[config.mk]
export PLATFORM = sky130hd
export DESIGN_NAME = triple_buffer_swap_control
export DESIGN_NICKNAME = d
export VERILOG_FILES = /design/src/rtl/core/tbsc_pkg.sv /design/src/rtl/core/triple_buffer_swap_control.sv /design/src/rtl/core/tbsc_state.sv
export SDC_FILE = /design/constraint.sdc
export NUM_CORES = 1
export LEC_CHECK = 0
export BUFFER_PORTS_ARGS = -buffer_cell sky130_fd_sc_hd__buf_2
export CORE_ASPECT_RATIO = 1.25
export CORE_MARGIN = 8
export CORE_UTILIZATION = 45
export CTS_CLUSTER_SIZE = 30
export DETAILED_ROUTE_END_ITERATION = 16
export PLACE_DENSITY_LB_ADDON = 0.25
export SLEW_MARGIN = 30
export SYNTH_ARGS = -nofsm -noshare
export SYNTH_HDL_FRONTEND = slang
export SYNTH_SLANG_ARGS = --single-unit
export TNS_END_PERCENT = 5
[constraint.sdc]
create_clock -name clk -period 3.7 [get_ports clk]
set_input_delay 1.11 -clock clk [delete_from_list [all_inputs] [get_ports clk]]
set_output_delay 1.11 -clock clk [all_outputs]
set_load 0.05 [all_outputs]
[src/rtl/core/tbsc_pkg.sv]
`default_nettype none

package tbsc_pkg;

  // Request codes carried in tuser of the input channel
  localparam logic [1:0] REQ_LOCK   = 2'd0;
  localparam logic [1:0] REQ_UNLOCK = 2'd1;
  localparam logic [1:0] REQ_CYCLE  = 2'd2;

  // Slot numbers at reset
  localparam logic [1:0] SLOT_FRONT_RST  = 2'd0;
  localparam logic [1:0] SLOT_MIDDLE_RST = 2'd1;
  localparam logic [1:0] SLOT_BACK_RST   = 2'd2;
  localparam logic [1:0] SLOT_COUNT      = 2'd3;

  // Frame index meaning "no frame"
  localparam logic signed [31:0] NO_FRAME = -32'sd1;

  // Default consumer lock limit
  localparam int MaxLocksDefault = 255;

  // Payload widths
  localparam int InDataWidth  = 32;
  localparam int InUserWidth  = 2;
  localparam int OutDataWidth = 48;

  // One result item
  typedef struct packed {
    logic [7:0]         locks_held;
    logic               error;
    logic signed [31:0] ready_frame_index;
    logic               ready_res;
    logic [1:0]         slot;
  } tbsc_res_t;

endpackage

`default_nettype wire

[src/rtl/core/triple_buffer_swap_control.sv]
// Triple-buffer swap control with a consumer lock.
// Input channel (s_*): one request item per handshake; tuser carries the request
// kind (lock, unlock, cycle) and tdata the producer's frame index for a cycle.
// Output channel (m_*): exactly one result item per request: slot to use, ready
// flag, frame index of the front slot, error flag and locks held afterward.
// Each item passes the input register and then the result register, where its
// result is registered and held until the receiver takes it.
// Throughput: one item per cycle while m_tready stays high; the slot roles, per-role
// frame indices and lock count are updated by a single pass of compare-and-swap
// logic as an item moves into the result register.
// Reset: front, middle, back slots are 0, 1, 2, lock count is 0, and every slot
// holds no frame (-1). Both pipeline registers are emptied.
// Stall: when m_tready is low the result holds; the input register still takes
// one more item, after which s_tready drops until the result is taken.
`default_nettype none

module triple_buffer_swap_control
  import tbsc_pkg::*;
#(
  parameter int MAX_LOCKS = MaxLocksDefault
) (
  input  wire logic                    clk,
  input  wire logic                    rst,
  input  wire logic                    s_tvalid,
  output logic                         s_tready,
  input  wire logic [InDataWidth-1:0]  s_tdata,  // [31:0] produced_frame_index
  input  wire logic [InUserWidth-1:0]  s_tuser,  // [1:0] req_type
  output logic                         m_tvalid,
  input  wire logic                    m_tready,
  // [1:0] slot, [2] ready_res, [34:3] ready_frame_index, [35] error,
  // [43:36] locks_held, [47:44] zero
  output logic [OutDataWidth-1:0]      m_tdata
);

  logic               in_valid;
  logic [1:0]         in_req;
  logic signed [31:0] in_idx;
  logic               advance;
  tbsc_res_t          res_comb;
  tbsc_res_t          res;

  // Item moves on when the result register is free or being drained
  assign advance  = in_valid && (!m_tvalid || m_tready);
  assign s_tready = !in_valid || advance;

  // Input register
  always_ff @(posedge clk) begin
    if (rst) begin
      in_valid <= 1'b0;
    end else if (s_tready) begin
      in_valid <= s_tvalid;
    end
  end

  always_ff @(posedge clk) begin
    if (s_tready && s_tvalid) begin
      in_req <= s_tuser[1:0];
      in_idx <= s_tdata[31:0];
    end
  end

  tbsc_state #(
    .MAX_LOCKS(MAX_LOCKS)
  ) u_state (
    .clk                  (clk),
    .rst                  (rst),
    .advance              (advance),
    .req_type             (in_req),
    .produced_frame_index (in_idx),
    .res                  (res_comb)
  );

  // Result register
  always_ff @(posedge clk) begin
    if (rst) begin
      m_tvalid <= 1'b0;
    end else if (advance) begin
      m_tvalid <= 1'b1;
    end else if (m_tready) begin
      m_tvalid <= 1'b0;
    end
  end

  always_ff @(posedge clk) begin
    if (advance) begin
      res <= res_comb;
    end
  end

  assign m_tdata = {4'b0000, res.locks_held, res.error, res.ready_frame_index,
                    res.ready_res, res.slot};

  // A result waiting on the receiver is never overwritten
  a_result_held: assert property (@(posedge clk) disable iff (rst)
    m_tvalid && !m_tready |=> m_tvalid && $stable(m_tdata))
    else $error("stalled result lost");

  // An item in the input register moves on at once when the result register is empty
  a_input_drains: assert property (@(posedge clk) disable iff (rst)
    in_valid && !m_tvalid |-> advance)
    else $error("input item blocked with empty output");

  a_ready_when_free: assert property (@(posedge clk) disable iff (rst)
    !in_valid |-> s_tready)
    else $error("input stalled while empty");

endmodule

`default_nettype wire

[src/rtl/core/tbsc_state.sv]
`default_nettype none

module tbsc_state
  import tbsc_pkg::*;
#(
  parameter int MAX_LOCKS = MaxLocksDefault
) (
  input  wire logic               clk,
  input  wire logic               rst,
  input  wire logic               advance,
  input  wire logic [1:0]         req_type,
  input  wire logic signed [31:0] produced_frame_index,
  output tbsc_res_t               res
);

  // Count is 8 bits wide, so the limit saturates at 255
  localparam logic [7:0] LockLimit = (MAX_LOCKS > 255) ? 8'd255 : 8'(MAX_LOCKS);

  // Slot roles and the frame index held by the slot in each role
  logic [1:0]         front_slot, front_slot_next;
  logic [1:0]         middle_slot, middle_slot_next;
  logic [1:0]         back_slot, back_slot_next;
  logic [7:0]         lock_count, lock_count_next;
  logic signed [31:0] front_idx, front_idx_next;
  logic signed [31:0] middle_idx, middle_idx_next;
  logic signed [31:0] back_idx, back_idx_next;

  // Work out the next roles and the result of this item
  always_comb begin
    front_slot_next  = front_slot;
    middle_slot_next = middle_slot;
    back_slot_next   = back_slot;
    lock_count_next  = lock_count;
    front_idx_next   = front_idx;
    middle_idx_next  = middle_idx;
    back_idx_next    = back_idx;
    res.ready_res    = 1'b0;
    res.error        = 1'b0;
    res.slot         = front_slot;
    case (req_type)
      REQ_LOCK: begin
        if (lock_count >= LockLimit) begin
          res.error = 1'b1;
        end else begin
          lock_count_next = lock_count + 8'd1;
        end
      end
      REQ_UNLOCK: begin
        if (lock_count == 8'd0) begin
          res.error = 1'b1;
        end else begin
          lock_count_next = lock_count - 8'd1;
          // Last lock released: promote a newer middle frame
          if (lock_count == 8'd1 && middle_idx != NO_FRAME && middle_idx > front_idx) begin
            front_slot_next  = middle_slot;
            middle_slot_next = front_slot;
            front_idx_next   = middle_idx;
            middle_idx_next  = front_idx;
            res.slot         = middle_slot;
            res.ready_res    = 1'b1;
          end
        end
      end
      REQ_CYCLE: begin
        if (lock_count != 8'd0) begin
          // Front busy: park the new frame in the middle
          back_slot_next   = middle_slot;
          middle_slot_next = back_slot;
          back_idx_next    = middle_idx;
          middle_idx_next  = produced_frame_index;
          res.slot         = middle_slot;
        end else begin
          // Front free: new frame goes straight to the front
          front_slot_next = back_slot;
          back_slot_next  = front_slot;
          front_idx_next  = produced_frame_index;
          back_idx_next   = front_idx;
          res.slot        = front_slot;
          res.ready_res   = (produced_frame_index != NO_FRAME);
        end
      end
      default: begin
        res.error = 1'b1;
      end
    endcase
    res.ready_frame_index = front_idx_next;
    res.locks_held        = lock_count_next;
  end

  // Commit the state when the item moves to the result register
  always_ff @(posedge clk) begin
    if (rst) begin
      front_slot  <= SLOT_FRONT_RST;
      middle_slot <= SLOT_MIDDLE_RST;
      back_slot   <= SLOT_BACK_RST;
      lock_count  <= 8'd0;
      front_idx   <= NO_FRAME;
      middle_idx  <= NO_FRAME;
      back_idx    <= NO_FRAME;
    end else if (advance) begin
      front_slot  <= front_slot_next;
      middle_slot <= middle_slot_next;
      back_slot   <= back_slot_next;
      lock_count  <= lock_count_next;
      front_idx   <= front_idx_next;
      middle_idx  <= middle_idx_next;
      back_idx    <= back_idx_next;
    end
  end

  // The three roles always name three different slots
  a_roles_distinct: assert property (@(posedge clk) disable iff (rst)
    front_slot != middle_slot && front_slot != back_slot && middle_slot != back_slot)
    else $error("slot roles overlap");

  a_slots_in_range: assert property (@(posedge clk) disable iff (rst)
    front_slot < SLOT_COUNT && middle_slot < SLOT_COUNT && back_slot < SLOT_COUNT)
    else $error("slot number out of range");

  a_count_limit: assert property (@(posedge clk) disable iff (rst)
    lock_count <= LockLimit)
    else $error("lock count above limit");

  a_ready_has_frame: assert property (@(posedge clk) disable iff (rst)
    res.ready_res |-> res.ready_frame_index != NO_FRAME)
    else $error("ready raised without a front frame");

  a_idle_holds: assert property (@(posedge clk) disable iff (rst)
    !advance |=> $stable(front_slot) && $stable(lock_count) && $stable(front_idx))
    else $error("state changed without an item");

endmodule

`default_nettype wire
# == Word-level counts from Yosys, hierarchy flattened ==
# Cells that the tools add are included.
# word_totals
reg_bits,158
inputBits,38
output_inout_bits,50
wordCells,73
# classes
n_addsub,2
order_cmp,2
n_eq_ne,9
muxes,29
n_reduce_logical,16
# ops
operator,count
$mux 32,6
$pmux 32 s2,2
$ne 32x1->1 const B,2
$gt 32x32->1,1
$mux 8,2
$pmux 8 s2,1
$mux 2,7
$reduce_and 5->1,2
$add 8x1->8 const B,1
$eq 8x1->1 const B,1
$ge 8x8->1 const B,1
$logic_not 8->1,1
$pmux 2 s2,2
$reduce_bool 8->1,1
$sub 8x1->8 const B,1
$mux 3,2
$pmux 3 s2,1
$mux 1,5
$logic_and 1x1->1,4
$ne 2x1->1 const B,2
$ne 2x2->1 const B,2
$reduce_bool 2->1,2
$pmux 1 s3,1
$eq 2x1->1 const B,1
other kinds (5),7

# == Logic depth before layout (Yosys ltp) ==
# logic_depth
word_depth,6
ltp_mapped,12
ltp_nobuf,9

# == Cells and area by module ==
# Synthesis repeated with hierarchy kept, for this count alone.
# hier_totals
cells_unflattened,959
area_unflattened_um2,8942.3
# modules_own_cells
mod,instances,cells_each,area_per_inst_um2,seq_area_each_um2
tbsc_state,1,866,6462.4,1561.5
triple_buffer_swap_control,1,93,2479.9,2382.3

# == Least setup slack after synthesis ==
# Ideal clock, no wire load.
# synth_timing
kind,input-to-reg
start,in m_tready
end,reg u_state.back_slot[1]
setup_time_ns,0.120
arrival_time_ns,3.452
t_required_ns,3.580
path_slack_ns,0.129
stages,6
path_buffers,1
cell_sequence,nor2b_1 -> nand2b_1 -> inv_1 -> clkbuf_1 -> nand2_1 -> a211o_1
# synth_via
elab_chain_len,3
# synth_rtl
element,line_no,source
start: declaration,triple_buffer_swap_control.sv:29,"input wire logic m_tready,"
$logic_or 1x1->1,triple_buffer_swap_control.sv:43,assign advance = in_valid && (!m_tvalid || m_tready);
$logic_and 1x1->1,triple_buffer_swap_control.sv:43,
named net advance,triple_buffer_swap_control.sv:38,logic advance;
$reduce_and 2->1 (no line),--,
end signal: assignment,tbsc_state.sv:103,back_slot <= back_slot_next;
end: declaration,tbsc_state.sv:22,"logic [1:0] back_slot, back_slot_next;"
# The timed path passes the listed nets, and every way through them passes these cells.
# A chain may end at the register's enable or synchronous reset.

==> impl_metrics.csv <==
group,metric,value,unit
outcome,status,"complete, no violations",
placed_design,hpwl,17200,um
logic_synthesis,synthDistinctLibCells,58,
grt,first_global_vias,7844,
grt,grtUsageMet1,27.1,%
route,drt-initial-drc-count,825,
sta,rsz0062_at_grt,"false",
cts,post-cts-setup-buffers,0,
critical_path,crit_buf_inv,2,
floorplan,die_height,175,um
placed_design,globalplace.congestion,0.868,
floorplan,core_area,20000,um^2
critical_path,cpMaxStageDelayCell,"or4_1",
route,vias,8092,
critical_path,cp-end-kind,"flop",
sta,slew_viol_final,0,
sta,setup_tns,0,ns
finish,n_fill_cell,1877,
critical_path,required,3.93,ns
critical_path,crit_chain,"inv_1 > ha_1 > nand4_1 > or4_1 > a21o_1 > a31oi_4 > or3_1 > nand2_1 > buf_4 > a221oi_1",
logic_synthesis,ys_warn_count,0,
sta,max_slew_margin,40.7,%
route,first_pass_iters,6,
logic_synthesis,synth-edff-count,78,
grt,busiest_layer,"met2",
finish,drive_gt1_share,14.9,%
cts,cts_resized,0,
pwr,power_density,450,nW/um^2
floorplan,pin_count,88,
route,avgRoutedWirePerCell,19.9,um
pwr,fin_total_pwr,0.00465,W
pwr,p_leak,3.96,nW
critical_path,path_class,"reg2reg",
sta,max_freq,0.299,GHz
cts,cts_sinks,158,
critical_path,arrival,3.58,ns
pwr,vdd_ir_drop_max,0.322,mV
route,remaining_drc_errors,0,
critical_path,cp_max_fo,10,
finish,nNetsFinal,1119,
logic_synthesis,ys_seq_area_share,43.1,%
sta,fin_crit,3.35,ns
logic_synthesis,ys_async_sr_fraction,0,%
sta,tightest_slew,0.890,ns
cts,h-tree-depth,4,
sta,fin_skew,0.0143,ns
critical_path,max_stage_delay,0.60,ns
finish,fin_util,51.6,%
worst_hold_path,hp-class,"reg2reg",
critical_path,critPathLaunchType,"flop",
route,postRouteAntennaNets,0,
sta,report.final.setup_viol,0,
placed_design,pre_cts_ws,0.427,ns
logic_synthesis,synth_cells,996,
cts,insertion_delay,0.44,ns
route,viasPerCell,6.11,
cts,cts_buffer_depth,2,
grt,met3_usage,3.78,%
sta,post-route-period-util,90.4,%
grt,grt_max_degree,76,
grt,grt_usage,21.5,%
logic_synthesis,syn_area_per_cell,9.18,um^2
cts,ctsHoldBuffers,0,
sta,timing.final.ws_setup,0.355,ns
route,drt_wl_total,26400,um
cts,tritoncts,"built",
floorplan,die_w,143,um
logic_synthesis,synthFlopType,"dfxtp_1",
grt,antenna_found_initial,0,
logic_synthesis,mappedNetlistArea,9140,um^2
job,cap_viol_max_count,0,
floorplan,row_count,58,
finish,area_growth,13.0,%
logic_synthesis,synth-seq-cells,158,
placed_design,portBuffers,83,
cts,cts_root_buffer,"clkbuf_16",
cts,numCtsBuffers,17,
sta,hold_viol_final,0,
floorplan,die-area,25200,um^2
cts,path_clk_slew,0.07,ns
grt,grt_pass1_wl,43000,um
grt,grtUsageMet2,35.6,%
finish,diodes,0,
floorplan,initial_utilization,45.6,%
critical_path,critical_path.top_delay_family,"simple AND/OR/NAND/NOR gates",
grt,gr-total-overflow,0,
-- routing by layer --
| metal | vias up | routed length (um) |
|---|---|---|
| li1 | 3849 | - |
| met1 | 3863 | 11300 |
| met2 | 329 | 12600 |
| met3 | 51 | 1620 |
| met4 | 0 | 794 |
| met5 | - | 0 |
-- logic make-up after synthesis --
kind of cell	count (synthesis)	share of synthesized area, %
adder cells (fa/ha/maj)	39	5.34
multiplexers	41	4.54
flip-flops	158	43.1
AO/OA/AOI/OAI	296	23.4
buffers and inverters	127	6.17
AND/OR/NAND/NOR	334	17.4
other	1	0.0410
-- layout by cell type, fill, tap and decap left out, drive strengths merged, types with 37 or more instances in the layout --
| cell | n |
|---|---|
| buf | 110 |
| nand3 | 38 |
| dfxtp | 80 |
| inv | 44 |
| mux2i | 37 |
| and2 | 37 |
| o21ai | 38 |
| nor2 | 158 |
| edfxtp | 78 |
| ha | 39 |
-- power breakdown --
group          switching, W  internal (W)
registers         0.0000706       0.00195
logic              0.000657      0.000314
clock network      0.000739      0.000923
total               0.00147       0.00318
-- synth_stat cells (4+ instances only) --
master,number,share of area (%)
a2111oi_0,32,3.1
a211oi_1,33,2.7
a21boi_0,7,0.57
a21boi_1,25,2.1
a21oi_1,29,1.6
a221oi_1,36,3.4
a31oi_1,34,2.3
and2_1,37,2.5
and3_1,6,0.41
buf_2,10,0.55
buf_4,7,0.57
clkbuf_1,63,2.6
dfxtp_1,80,18
edfxtp_1,78,26
ha_1,39,5.3
inv_1,41,1.7
mux2_2,4,0.49
mux2i_1,37,4.1
nand2_1,36,1.5
nand3_1,38,2.1
nand4_1,24,1.6
nor2_1,158,6.5
nor2b_1,10,0.68
nor3_1,7,0.38
o211ai_1,6,0.49
o21ai_0,37,2.0
o31ai_1,34,2.8
or4_1,4,0.33
-- area by class of cell --
type / count / area [um^2] / area share (%)
Clock inverter: 14 / 118 / 1.14
Sequential cell: 158 / 3940 / 38.2
Tap cell: 270 / 338 / 3.27
Inverter: 41 / 154 / 1.49
Timing Repair Buffer: 110 / 658 / 6.37
Clock buffer: 18 / 429 / 4.15
Multi-Input combinational cell: 714 / 4690 / 45.4
-- path summary, 6_finish.rpt --
check / from / to / slack [ns] / depth (start not counted)
hold reg to reg: u_state.back_slot[1] / u_state.back_slot[1] / 0.51 / 1
setup / recovery: u_state.front_idx[14] / m_tdata[16] / 0.35 / 10
setup reg to reg: u_state.front_idx[14] / m_tdata[16] / 0.35 / 10
hold / removal: u_state.back_slot[1] / u_state.back_slot[1] / 0.51 / 1
-- registers in the layout, indices dropped and copies added (netlist names) --
| name | flops |
|---|---|
| m_tdata | 44 |
| in_idx | 32 |
| u_state.front_idx | 32 |
| u_state.middle_idx | 32 |
| u_state.lock_count | 8 |
| in_req | 2 |
| u_state.back_slot | 2 |
| u_state.front_slot | 2 |
| u_state.middle_slot | 2 |
| in_valid | 1 |
| m_tvalid | 1 |
-- per-stage QoR --
| stage | instances | hold slack, ns | cell area, um^2 |
|---|---|---|---|
| final | 1325 | 0.515 | 10300 |
| after global routing | 1325 | 0.541 | 10300 |
| after CTS | 1325 | 0.513 | 10300 |
| after detailed placement | 1293 | 0.498 | 9780 |
| after global placement | 1293 | 0.484 | 9780 |
| after floorplan | 999 | 0.458 | 9150 |
Note: power is estimated with default switching activity, not from simulation.
